--- src/hw/rtl/wtpc_pkg.sv ---
// Shared types, codes and constants of the wave table player with capture.
`default_nettype none

package wtpc_pkg;

  localparam int TABLE_DEPTH = 256;
  localparam int TBL_AW      = $clog2(TABLE_DEPTH);

  // Item kinds
  typedef enum logic [1:0] {
    KIND_TICK  = 2'd0,
    KIND_WRITE = 2'd1,
    KIND_BUILD = 2'd2,
    KIND_READ  = 2'd3
  } kind_t;

  // Configuration register indexes
  localparam logic [1:0] CFG_STATIC_MODE    = 2'd0;
  localparam logic [1:0] CFG_STATIC_LEVEL   = 2'd1;
  localparam logic [1:0] CFG_CAPTURE_ENABLE = 2'd2;

  // Shape codes
  localparam logic [3:0] SHAPE_SINE        = 4'd0;
  localparam logic [3:0] SHAPE_TRI         = 4'd1;
  localparam logic [3:0] SHAPE_SQUARE      = 4'd2;
  localparam logic [3:0] SHAPE_SINE_LO     = 4'd3;
  localparam logic [3:0] SHAPE_TRI_LO      = 4'd4;
  localparam logic [3:0] SHAPE_SQUARE_MID  = 4'd5;
  localparam logic [3:0] SHAPE_SINE_HI     = 4'd6;
  localparam logic [3:0] SHAPE_TRI_HI      = 4'd7;
  localparam logic [3:0] SHAPE_SQUARE_HIGH = 4'd8;
  localparam logic [13:0] SHAPE_COUNT      = 14'd9;

  typedef enum logic [1:0] {
    WAVE_SINE   = 2'd0,
    WAVE_TRI    = 2'd1,
    WAVE_SQUARE = 2'd2
  } wave_t;

  // Half-table mirroring during the build
  typedef enum logic [1:0] {
    MIR_NONE = 2'd0,
    MIR_LO   = 2'd1,
    MIR_HI   = 2'd2
  } mirror_t;

  // Level constants
  localparam logic signed [13:0] SINE_A0    = 14'sd2044;
  localparam logic [11:0]        LEVEL_MID  = 12'd2048;
  localparam logic [11:0]        LEVEL_MAX  = 12'd4095;
  localparam logic [11:0]        LEVEL_ZERO = 12'd0;
  localparam logic signed [13:0] TRI_START  = 14'sd2048;
  localparam logic signed [13:0] TRI_STEP   = 14'sd32;
  localparam logic signed [13:0] TRI_TOP    = 14'sd4064;
  localparam logic signed [13:0] TRI_CLAMP  = 14'sd4095;

  // Division by 201 as floor(x * 20868 / 2^22), exact for x below 25575
  localparam logic [14:0] RECIP_201   = 15'd20868;
  localparam int          RECIP_SHIFT = 22;

  // Custom write values
  localparam logic [13:0] VALUE_RESTART = 14'd8192;
  localparam logic [13:0] VALUE_LIMIT   = 14'd4096;
  localparam logic [8:0]  PTR_LAST      = 9'(TABLE_DEPTH - 1);

  typedef struct packed {
    kind_t       kind;
    logic [11:0] volt_first;
    logic [11:0] curr_first;
    logic [11:0] volt_second;
    logic [11:0] curr_second;
    logic [13:0] value;
    logic [7:0]  read_index;
  } in_item_t;

  typedef struct packed {
    logic [11:0] dac_value;
    logic [7:0]  table_position;
    logic [13:0] read_voltage;
    logic [13:0] read_current;
    logic        accepted;
  } out_item_t;

  // Wave table write request from the shape builder
  typedef struct packed {
    logic              en;
    logic [TBL_AW-1:0] addr;
    logic [11:0]       data;
  } tbl_wr_t;

endpackage

`default_nettype wire

--- src/hw/rtl/wtpc_div201.sv ---
// Shared signed divide-by-201 unit: reciprocal multiply with registered quotient.
`default_nettype none

module wtpc_div201 import wtpc_pkg::*; (
  input  wire logic               clk,
  input  wire logic               load,
  input  wire logic signed [16:0] num,
  output logic signed [10:0]      quo
);

  logic        neg;
  logic [16:0] mag;
  logic [31:0] prod;
  logic [9:0]  q;

  assign neg  = num[16];
  assign mag  = neg ? 17'(-num) : 17'(num);
  assign prod = 32'(mag) * 32'(RECIP_201);
  assign q    = prod[RECIP_SHIFT+9:RECIP_SHIFT];

  // Truncate toward zero: divide the magnitude, then restore the sign
  always_ff @(posedge clk) begin
    if (load) begin
      quo <= neg ? -$signed({1'b0, q}) : $signed({1'b0, q});
    end
  end

endmodule

`default_nettype wire

--- src/hw/rtl/wtpc_shape_gen.sv ---
// Shape builder: walks the table four phases per entry around the shared divider.
`default_nettype none

module wtpc_shape_gen import wtpc_pkg::*; (
  input  wire logic       clk,
  input  wire logic       rst,
  input  wire logic       start,
  input  wire logic [3:0] shape,
  output logic            busy,
  output tbl_wr_t         wr
);

  logic [TBL_AW-1:0] n;
  logic [1:0]        ph;
  logic signed [13:0] a;
  logic signed [13:0] b;
  logic signed [13:0] lvl;
  logic               up;
  wave_t              wave;
  mirror_t            mirror;
  logic [11:0]        sq_first;
  logic [11:0]        sq_second;

  logic signed [16:0] opnd;
  logic signed [16:0] five;
  logic signed [10:0] quo;
  logic               div_load;
  logic signed [13:0] lvl_sum;
  logic               hit;
  logic [11:0]        sample;

  wave_t              wave_sel;
  mirror_t            mirror_sel;
  logic [11:0]        first_sel;
  logic [11:0]        second_sel;

  // Phase 0 divides 5b, phase 2 divides 5a
  assign opnd     = (ph == 2'd0) ? 17'(b) : 17'(a);
  assign five     = (opnd <<< 2) + opnd;
  assign div_load = busy && ((ph == 2'd0) || (ph == 2'd2));

  wtpc_div201 u_div (
    .clk  (clk),
    .load (div_load),
    .num  (five),
    .quo  (quo)
  );

  assign lvl_sum = lvl + (up ? TRI_STEP : -TRI_STEP);

  always_comb begin
    case (wave)
      WAVE_SINE:   sample = 12'(b) + LEVEL_MID;
      WAVE_TRI:    sample = lvl[11:0];
      WAVE_SQUARE: sample = n[TBL_AW-1] ? sq_second : sq_first;
      default:     sample = LEVEL_ZERO;
    endcase
  end

  assign hit = (mirror == MIR_NONE) ||
               ((mirror == MIR_LO) && !n[TBL_AW-1]) ||
               ((mirror == MIR_HI) && n[TBL_AW-1]);

  // Phase 0 writes the entry, phase 1 its mirror in the other half
  assign wr.en   = busy && hit &&
                   ((ph == 2'd0) || ((ph == 2'd1) && (mirror != MIR_NONE)));
  assign wr.addr = (ph == 2'd0) ? n : {~n[TBL_AW-1], n[TBL_AW-2:0]};
  assign wr.data = sample;

  // Decode the shape code; reset builds the plain sine
  always_comb begin
    wave_sel   = WAVE_SINE;
    mirror_sel = MIR_NONE;
    first_sel  = LEVEL_ZERO;
    second_sel = LEVEL_MAX;
    if (!rst) begin
      case (shape)
        SHAPE_SINE:        wave_sel = WAVE_SINE;
        SHAPE_TRI:         wave_sel = WAVE_TRI;
        SHAPE_SQUARE:      wave_sel = WAVE_SQUARE;
        SHAPE_SINE_LO: begin
          wave_sel   = WAVE_SINE;
          mirror_sel = MIR_LO;
        end
        SHAPE_TRI_LO: begin
          wave_sel   = WAVE_TRI;
          mirror_sel = MIR_LO;
        end
        SHAPE_SQUARE_MID: begin
          wave_sel   = WAVE_SQUARE;
          second_sel = LEVEL_MID;
        end
        SHAPE_SINE_HI: begin
          wave_sel   = WAVE_SINE;
          mirror_sel = MIR_HI;
        end
        SHAPE_TRI_HI: begin
          wave_sel   = WAVE_TRI;
          mirror_sel = MIR_HI;
        end
        SHAPE_SQUARE_HIGH: begin
          wave_sel   = WAVE_SQUARE;
          first_sel  = LEVEL_MAX;
          second_sel = LEVEL_MID;
        end
        default: ;
      endcase
    end
  end

  always_ff @(posedge clk) begin
    if (rst || start) begin
      busy      <= 1'b1;
      n         <= '0;
      ph        <= 2'd0;
      a         <= SINE_A0;
      b         <= '0;
      lvl       <= TRI_START;
      up        <= 1'b0;
      wave      <= wave_sel;
      mirror    <= mirror_sel;
      sq_first  <= first_sel;
      sq_second <= second_sel;
    end else if (busy) begin
      ph <= ph + 2'd1;
      case (ph)
        2'd1: a <= a + 14'(quo);
        2'd3: begin
          b <= b - 14'(quo);
          if (lvl_sum < 0) begin
            lvl <= TRI_STEP;
            up  <= 1'b1;
          end else if (lvl_sum > TRI_TOP) begin
            lvl <= TRI_CLAMP;
            up  <= 1'b0;
          end else begin
            lvl <= lvl_sum;
          end
          n <= n + 1'b1;
          if (n == TBL_AW'(TABLE_DEPTH - 1)) begin
            busy <= 1'b0;
          end
        end
        default: ;
      endcase
    end
  end

endmodule

`default_nettype wire

--- config.mk ---
export PLATFORM = sky130hd
export DESIGN_NAME = wtpc_shape_gen
export DESIGN_NICKNAME = d
export VERILOG_FILES = /design/src/hw/rtl/wtpc_pkg.sv /design/src/hw/rtl/wtpc_div201.sv /design/src/hw/rtl/wtpc_shape_gen.sv
export SDC_FILE = /design/constraint.sdc
export NUM_CORES = 1
export LEC_CHECK = 0
export ABC_CLOCK_PERIOD_IN_PS = 11600
export BUFFER_PORTS_ARGS = -buffer_cell sky130_fd_sc_hd__buf_2
export CAP_MARGIN = 20
export CORE_MARGIN = 4
export CORE_UTILIZATION = 35
export DETAILED_ROUTE_END_ITERATION = 8
export GPL_TIMING_DRIVEN = 0
export PLACE_DENSITY = 0.55
export SYNTH_ARGS = -nofsm -noshare
export SYNTH_HDL_FRONTEND = slang
export SYNTH_SLANG_ARGS = --single-unit
--- constraint.sdc ---
create_clock -name clk -period 11.6 [get_ports clk]
set_clock_uncertainty 0.1 [all_clocks]
set_input_delay 2.32 -clock clk [delete_from_list [all_inputs] [get_ports clk]]
set_output_delay 2.32 -clock clk [all_outputs]
set_load 0.05 [all_outputs]
Word level (Yosys, flattened, before mapping)
Cells that the tools add are included.
{"block": "totals", "ff_bits": 93, "latch_bits": 0, "mem_bits_rw": 0, "rom_bits": 0, "input_bits": 7, "out_inout_bits": 22, "word_cells": 85, "memories": 0}
{"block": "op_classes", "n_addsub": 9, "n_mul": 1, "n_div": 0, "n_lt_le_gt_ge": 2, "n_eq_ne": 16, "shift": 0, "n_mux": 18, "bitwise_logic": 1, "n_reduce_logical": 25}
{"cell": "$mux W14", "n": 3}
{"cell": "$pmux W12 S3", "n": 1}
{"cell": "$mux W17", "n": 2}
{"cell": "$mul A17 B13 Y30 const B", "n": 1}
{"cell": "$mux W12", "n": 2}
{"cell": "$add A17 B17 Y17", "n": 1}
{"cell": "$neg A17 Y17", "n": 1}
{"cell": "$eq A4 B3 Y1 const B", "n": 4}
{"cell": "$add A14 B11 Y14", "n": 1}
{"cell": "$add A14 B14 Y14", "n": 1}
{"cell": "$gt A14 B13 Y1 const B", "n": 1}
{"cell": "$lt A14 B1 Y1 const B", "n": 1}
{"cell": "$sub A14 B11 Y14", "n": 1}
{"cell": "$add A12 B12 Y12 const B", "n": 1}
{"cell": "$mux W11", "n": 1}
{"cell": "$neg A10 Y11", "n": 1}
{"cell": "$mux W10", "n": 1}
{"cell": "$add A8 B1 Y8 const B", "n": 1}
{"cell": "$eq A2 B2 Y1 const B", "n": 4}
{"cell": "$eq A4 B2 Y1 const B", "n": 2}
{"cell": "$eq A8 B8 Y1 const B", "n": 1}
{"cell": "$mux W8", "n": 1}
{"cell": "$pmux W2 S2", "n": 2}
{"cell": "$eq A2 B1 Y1 const B", "n": 3}
{"cell": "14 further kinds", "n": 34}

Depth between registers and ports, before layout
{"block": "logic_depth", "word_depth": 8, "ltp_mapped": 38, "mapped_depth_nobuf": 35}

By module
A second synthesis with hierarchy kept.
{"block": "hier_totals", "cells_unflattened": 1021, "area_unflattened_um2": 8813.5}
{"mod": "wtpc_shape_gen", "n_inst": 1, "cells_per_inst": 575, "area_each_um2": 4734.5, "seq_area_each_um2": 1161.1}
{"mod": "wtpc_div201", "n_inst": 1, "cells_per_inst": 446, "area_each_um2": 4078.9, "seq_area_each_um2": 330.3}

Least setup slack after synthesis
Ideal clock, no wire load.
{"block": "synth_timing", "path_kind": "register -> register", "start": "register ph[0]", "end": "register u_div.quo[9], data pin", "setup_time_ns": 0.270, "arrival_ns": 8.381, "required_ns": 11.230, "setup_slack_ns": 2.849, "stages_incl_launch_ff": 36, "path_buffers": 3, "synth_period_minus_slack_ns": 8.751, "cell_sequence": "dfxtp_1 > inv_1 > ha_1 > buf_6 > buf_2 > buf_2 > mux2i_1 > inv_1 > ha_1 > a21o_1 > a21oi_1 > maj3_1 > a21o_1 > a41oi_2 > o211ai_1 > xor2_2 > o21ai_0 > xnor2_1 > ha_1 > ha_1 > fa_1 > fa_1 > inv_1 > fa_1 > inv_1 > ha_1 > nand4_1 > nor3_1 > a31oi_1 > o211ai_1 > and2_1 > a211oi_1 > o311ai_0 > a21o_1 > o41ai_2 > xor2_1"}
{"block": "synth_between", "elab_chain_cells": 8}
{"element": "start: declaration", "line": "wtpc_shape_gen.sv:14", "source": "logic [1:0] ph;"}
{"element": "start signal: assignment", "line": "wtpc_shape_gen.sv:125", "source": "ph <= ph + 2'd1;"}
{"element": "$logic_not A2 Y1 *", "line": "wtpc_shape_gen.sv:38", "source": "assign opnd = (ph == 2'd0) ? 17'(b) : 17'(a);"}
{"element": "$mux W17 *", "line": "wtpc_shape_gen.sv:38"}
{"element": "$add A17 B17 Y17 *", "line": "wtpc_shape_gen.sv:39", "source": "assign five = (opnd <<< 2) + opnd;"}
{"element": "$neg A17 Y17", "line": "wtpc_div201.sv:17", "source": "assign mag = neg ? 17'(-num) : 17'(num);"}
{"element": "$mux W17", "line": "wtpc_div201.sv:17"}
{"element": "$mul A17 B13 Y30", "line": "wtpc_div201.sv:18", "source": "assign prod = 32'(mag) * 32'(RECIP_201);"}
{"element": "$neg A10 Y11", "line": "wtpc_div201.sv:24", "source": "quo <= neg ? -$signed({1'b0, q}) : $signed({1'b0, q});"}
{"element": "$mux W10 *", "line": "wtpc_div201.sv:24"}
{"element": "end signal: assignment", "line": "wtpc_div201.sv:24"}
{"element": "end: declaration", "line": "wtpc_div201.sv:8", "source": "output logic signed [10:0] quo"}
Every way passes the cells marked *; elsewhere a longest branch is shown, timed or not.
A chain may end at the register's enable or synchronous reset.

Final worst setup path
Ends and elaborated chain as after synthesis.

==> results.ini <==
[detailed_routing]
avgRoutedWirePerCell_um = 15.0
vias_per_cell = 5.14
routed.top_layer = met4
dr.pass1.iters = 6
drt_iter0_drc = 349
met1_length_mm = 10.8
ant_nets = 0
drc = 0
routed_wl_mm = 21.1
met2WireLength_mm = 9.34
num_vias = 7237
route.met3.wl_um = 567

[global_route]
grt_overflow = 0
antenna_found_initial = 0
grt_start_max_net_pins = 16
grt.total_usage = 0.153
grt_first_pass_wirelength_mm = 36.0
grt_pass1_vias = 7102

[die]
start_util = 0.355
io-pin-count = 29
die_x_um = 168
core_region_area_um2 = 25100
rows = 58
die_area_um2 = 28100
fp.dieH_um = 168

[pwr]
power_frac_comb = 0.603
power-per-cell-area_nw_per_um2 = 135
swShare = 0.450
clockPowerShare = 0.189
fin_total_pwr_mw = 1.32
ir_drop_mv = 0.131
pwr-share-seq = 0.208
power_switching_mw = 0.594
cell_internal_pwr_mw = 0.724
p_leak_nw = 4.68

[worst_setup_path]
path_class = flop to flop
crit_family = adder cells
max_stage_delay_ns = 0.73
crit_path_start_kind = flop
r2r_start = ph[0]
cp-end-kind = flop
crit_buf_inv = 7
crit_top_cell = ha_1
required_ns = 11.56
crit_fanout = 10
startpoint = ph[0]
slowest_stage = xnor2_1
cp.arrival_ns = 10.24

[place]
io_buffers = 25
place_congestion = 0.827
place_ws_ns = 1.35
dp_cells = 1393
dp_hpwl_mm = 17.7
place_area_um2 = 9460

[clock_network]
cts_tree = built
htree_num_levels = 3
cts_buffers = 9
clockRootBuffer = clkbuf_16
path_clk_slew_ns = 0.06
cts_hold_buf = 0
cts_setup_buffers = 0
clk_latency_ns = 0.33
cts_buffer_depth = 2
cts-resized-gates = 0
clock_sinks = 66

[worst_hold_path]
hold_class = flop to flop
min_from = lvl[8]

[final_layout]
final_area_um2 = 9730
final_util = 0.388
area_delta_synth_final_pct = 9.07
instances_no_fill = 1409
drive_gt1_frac = 0.0908
finalNetCount = 1274
antennaDiodeCount = 0

[synth]
syn-num-nets = 1238
async_flop_share = 0
synth-seq-cells = 66
syn_area_um2 = 8920
yosysUniqueCellTypes = 84
synth_seq_area_share = 0.167
synth_edf_count = 17
synthFlopType = dfxtp_1
syn_avg_cell_area_um2 = 8.60
syn-instance-count = 1038
synth_warnings = 0

[sta]
fin_tns_setup_ns = 0
min_period_ns = 10.28
setup_viol = 0
hold_slack_ns = 0.388
finalWorstSetupSlack_ns = 1.32
slew_headroom = 0.273
fin_crit_sh = 0.886
finalMaxSlewViolations = 0
rsz0062_at_grt = false
worst_pin_slew_ns = 1.06
max_freq_mhz = 97.3
hold_viol = 0

[status]
outcome = complete, no violations

[job]
cap_violations = 0

[final timing paths]
path              slack, ns            to  cells past startpoint
setup / recovery       1.32  u_div.quo[9]                     35
hold / removal         0.39        lvl[8]                      2
setup reg to reg       1.32  u_div.quo[9]                     35
hold reg to reg        0.39        lvl[8]                      2
[final cells by class]
cell class	count	area, um^2
fill	2639	15400
multi-input combinational	820	6820
sequential	66	1490
inverter	118	445
tap	330	413
clock buffer	9	225
buffer	34	165
timing repair buffer	25	125
clock inverter	7	46.3
[layout by cell type, fill, tap and decap left out, types with 4 or more instances in the layout]
| master | instances |
|---|---|
| nor3_1 | 26 |
| nor2_1 | 74 |
| buf_2 | 28 |
| ha_1 | 157 |
| nand2_1 | 71 |
| clkbuf_16 | 9 |
| mux2i_1 | 17 |
| xor2_1 | 34 |
| a21oi_1 | 57 |
| or3_1 | 10 |
| and2_1 | 15 |
| a211oi_2 | 4 |
| clkinv_2 | 4 |
| buf_4 | 7 |
| o21ai_0 | 59 |
| edfxtp_1 | 17 |
| dfxtp_1 | 49 |
| nand4_1 | 8 |
| nand3_1 | 17 |
| a21o_1 | 24 |
| inv_1 | 116 |
| o211ai_1 | 9 |
| a211oi_1 | 5 |
| or2_2 | 4 |
| and3_1 | 8 |
| a21boi_0 | 10 |
| a31oi_1 | 8 |
| mux2_2 | 9 |
| o31ai_1 | 10 |
| fa_1 | 36 |
| o21a_1 | 8 |
| nand3b_1 | 4 |
| xnor2_1 | 46 |
| nor2b_1 | 14 |
| clkbuf_1 | 23 |
[cell families after synthesis]
family | after synthesis | synth area share
DFF | 66 | 0.167
xor gates and xnor gates | 84 | 0.0871
other | 1 | 0.000420
buffers and inverters | 152 | 0.0684
and+or+nand+nor | 273 | 0.153
muxes | 29 | 0.0380
adders and majority gates | 194 | 0.302
AOI/OAI and AO/OA | 239 | 0.184
[per-layer routing]
layer  vias up  global-route usage
li1       3727                   -
met1      3385               0.217
met2        98               0.248
met3        27              0.0201
met4         0              0.0367
met5         -                   0
[power by group through the flow]
stage               registers [mW]  logic (mW)  clock network [mW]
floorplan                    0.272       0.623                   0
global placement             0.279       0.794                   0
detailed placement           0.279       0.798                   0
CTS                          0.274       0.808               0.254
global route                 0.276       0.928               0.265
finish                       0.274       0.795               0.249
[cells in the mapped netlist, drive strengths merged (3+ instances only)]
master	n	area share
a2111o	3	0.0038
a211oi	9	0.0098
a21boi	10	0.0084
a21o	24	0.020
a21oi	59	0.034
a31oi	8	0.0056
a41oi	3	0.0038
and2	15	0.011
and3	9	0.0069
buf	11	0.0088
clkbuf	23	0.0097
dfxtp	49	0.11
edfxtp	17	0.057
fa	36	0.081
ha	157	0.22
inv	117	0.049
mux2	9	0.011
mux2i	20	0.027
nand2	72	0.031
nand2b	3	0.0021
nand3	19	0.012
nand3b	4	0.0034
nand4	8	0.0056
nor2	74	0.031
nor2b	14	0.0098
nor3	27	0.016
nor3b	3	0.0031
nor4	3	0.0021
o211ai	9	0.0076
o21a	8	0.0067
o21ai	64	0.037
o311ai	3	0.0029
o31ai	11	0.011
o41ai	4	0.0086
or2	4	0.0028
or3	11	0.0083
xnor2	46	0.045
xor2	38	0.042
[flip-flops by register name, summed over array words and instances (netlist names)]
register,flops
a,14
b,14
busy,1
lvl,9
mirror,2
n,8
ph,2
sq_first,1
sq_second,1
u_div.quo,11
up,1
wave,2
[worst min-delay path: stages, from the launching register on]
cell     delay [ns]
dfxtp_1        0.32
nand2_1        0.05
o21ai_0        0.07
(Power assumes the default switching activity.)
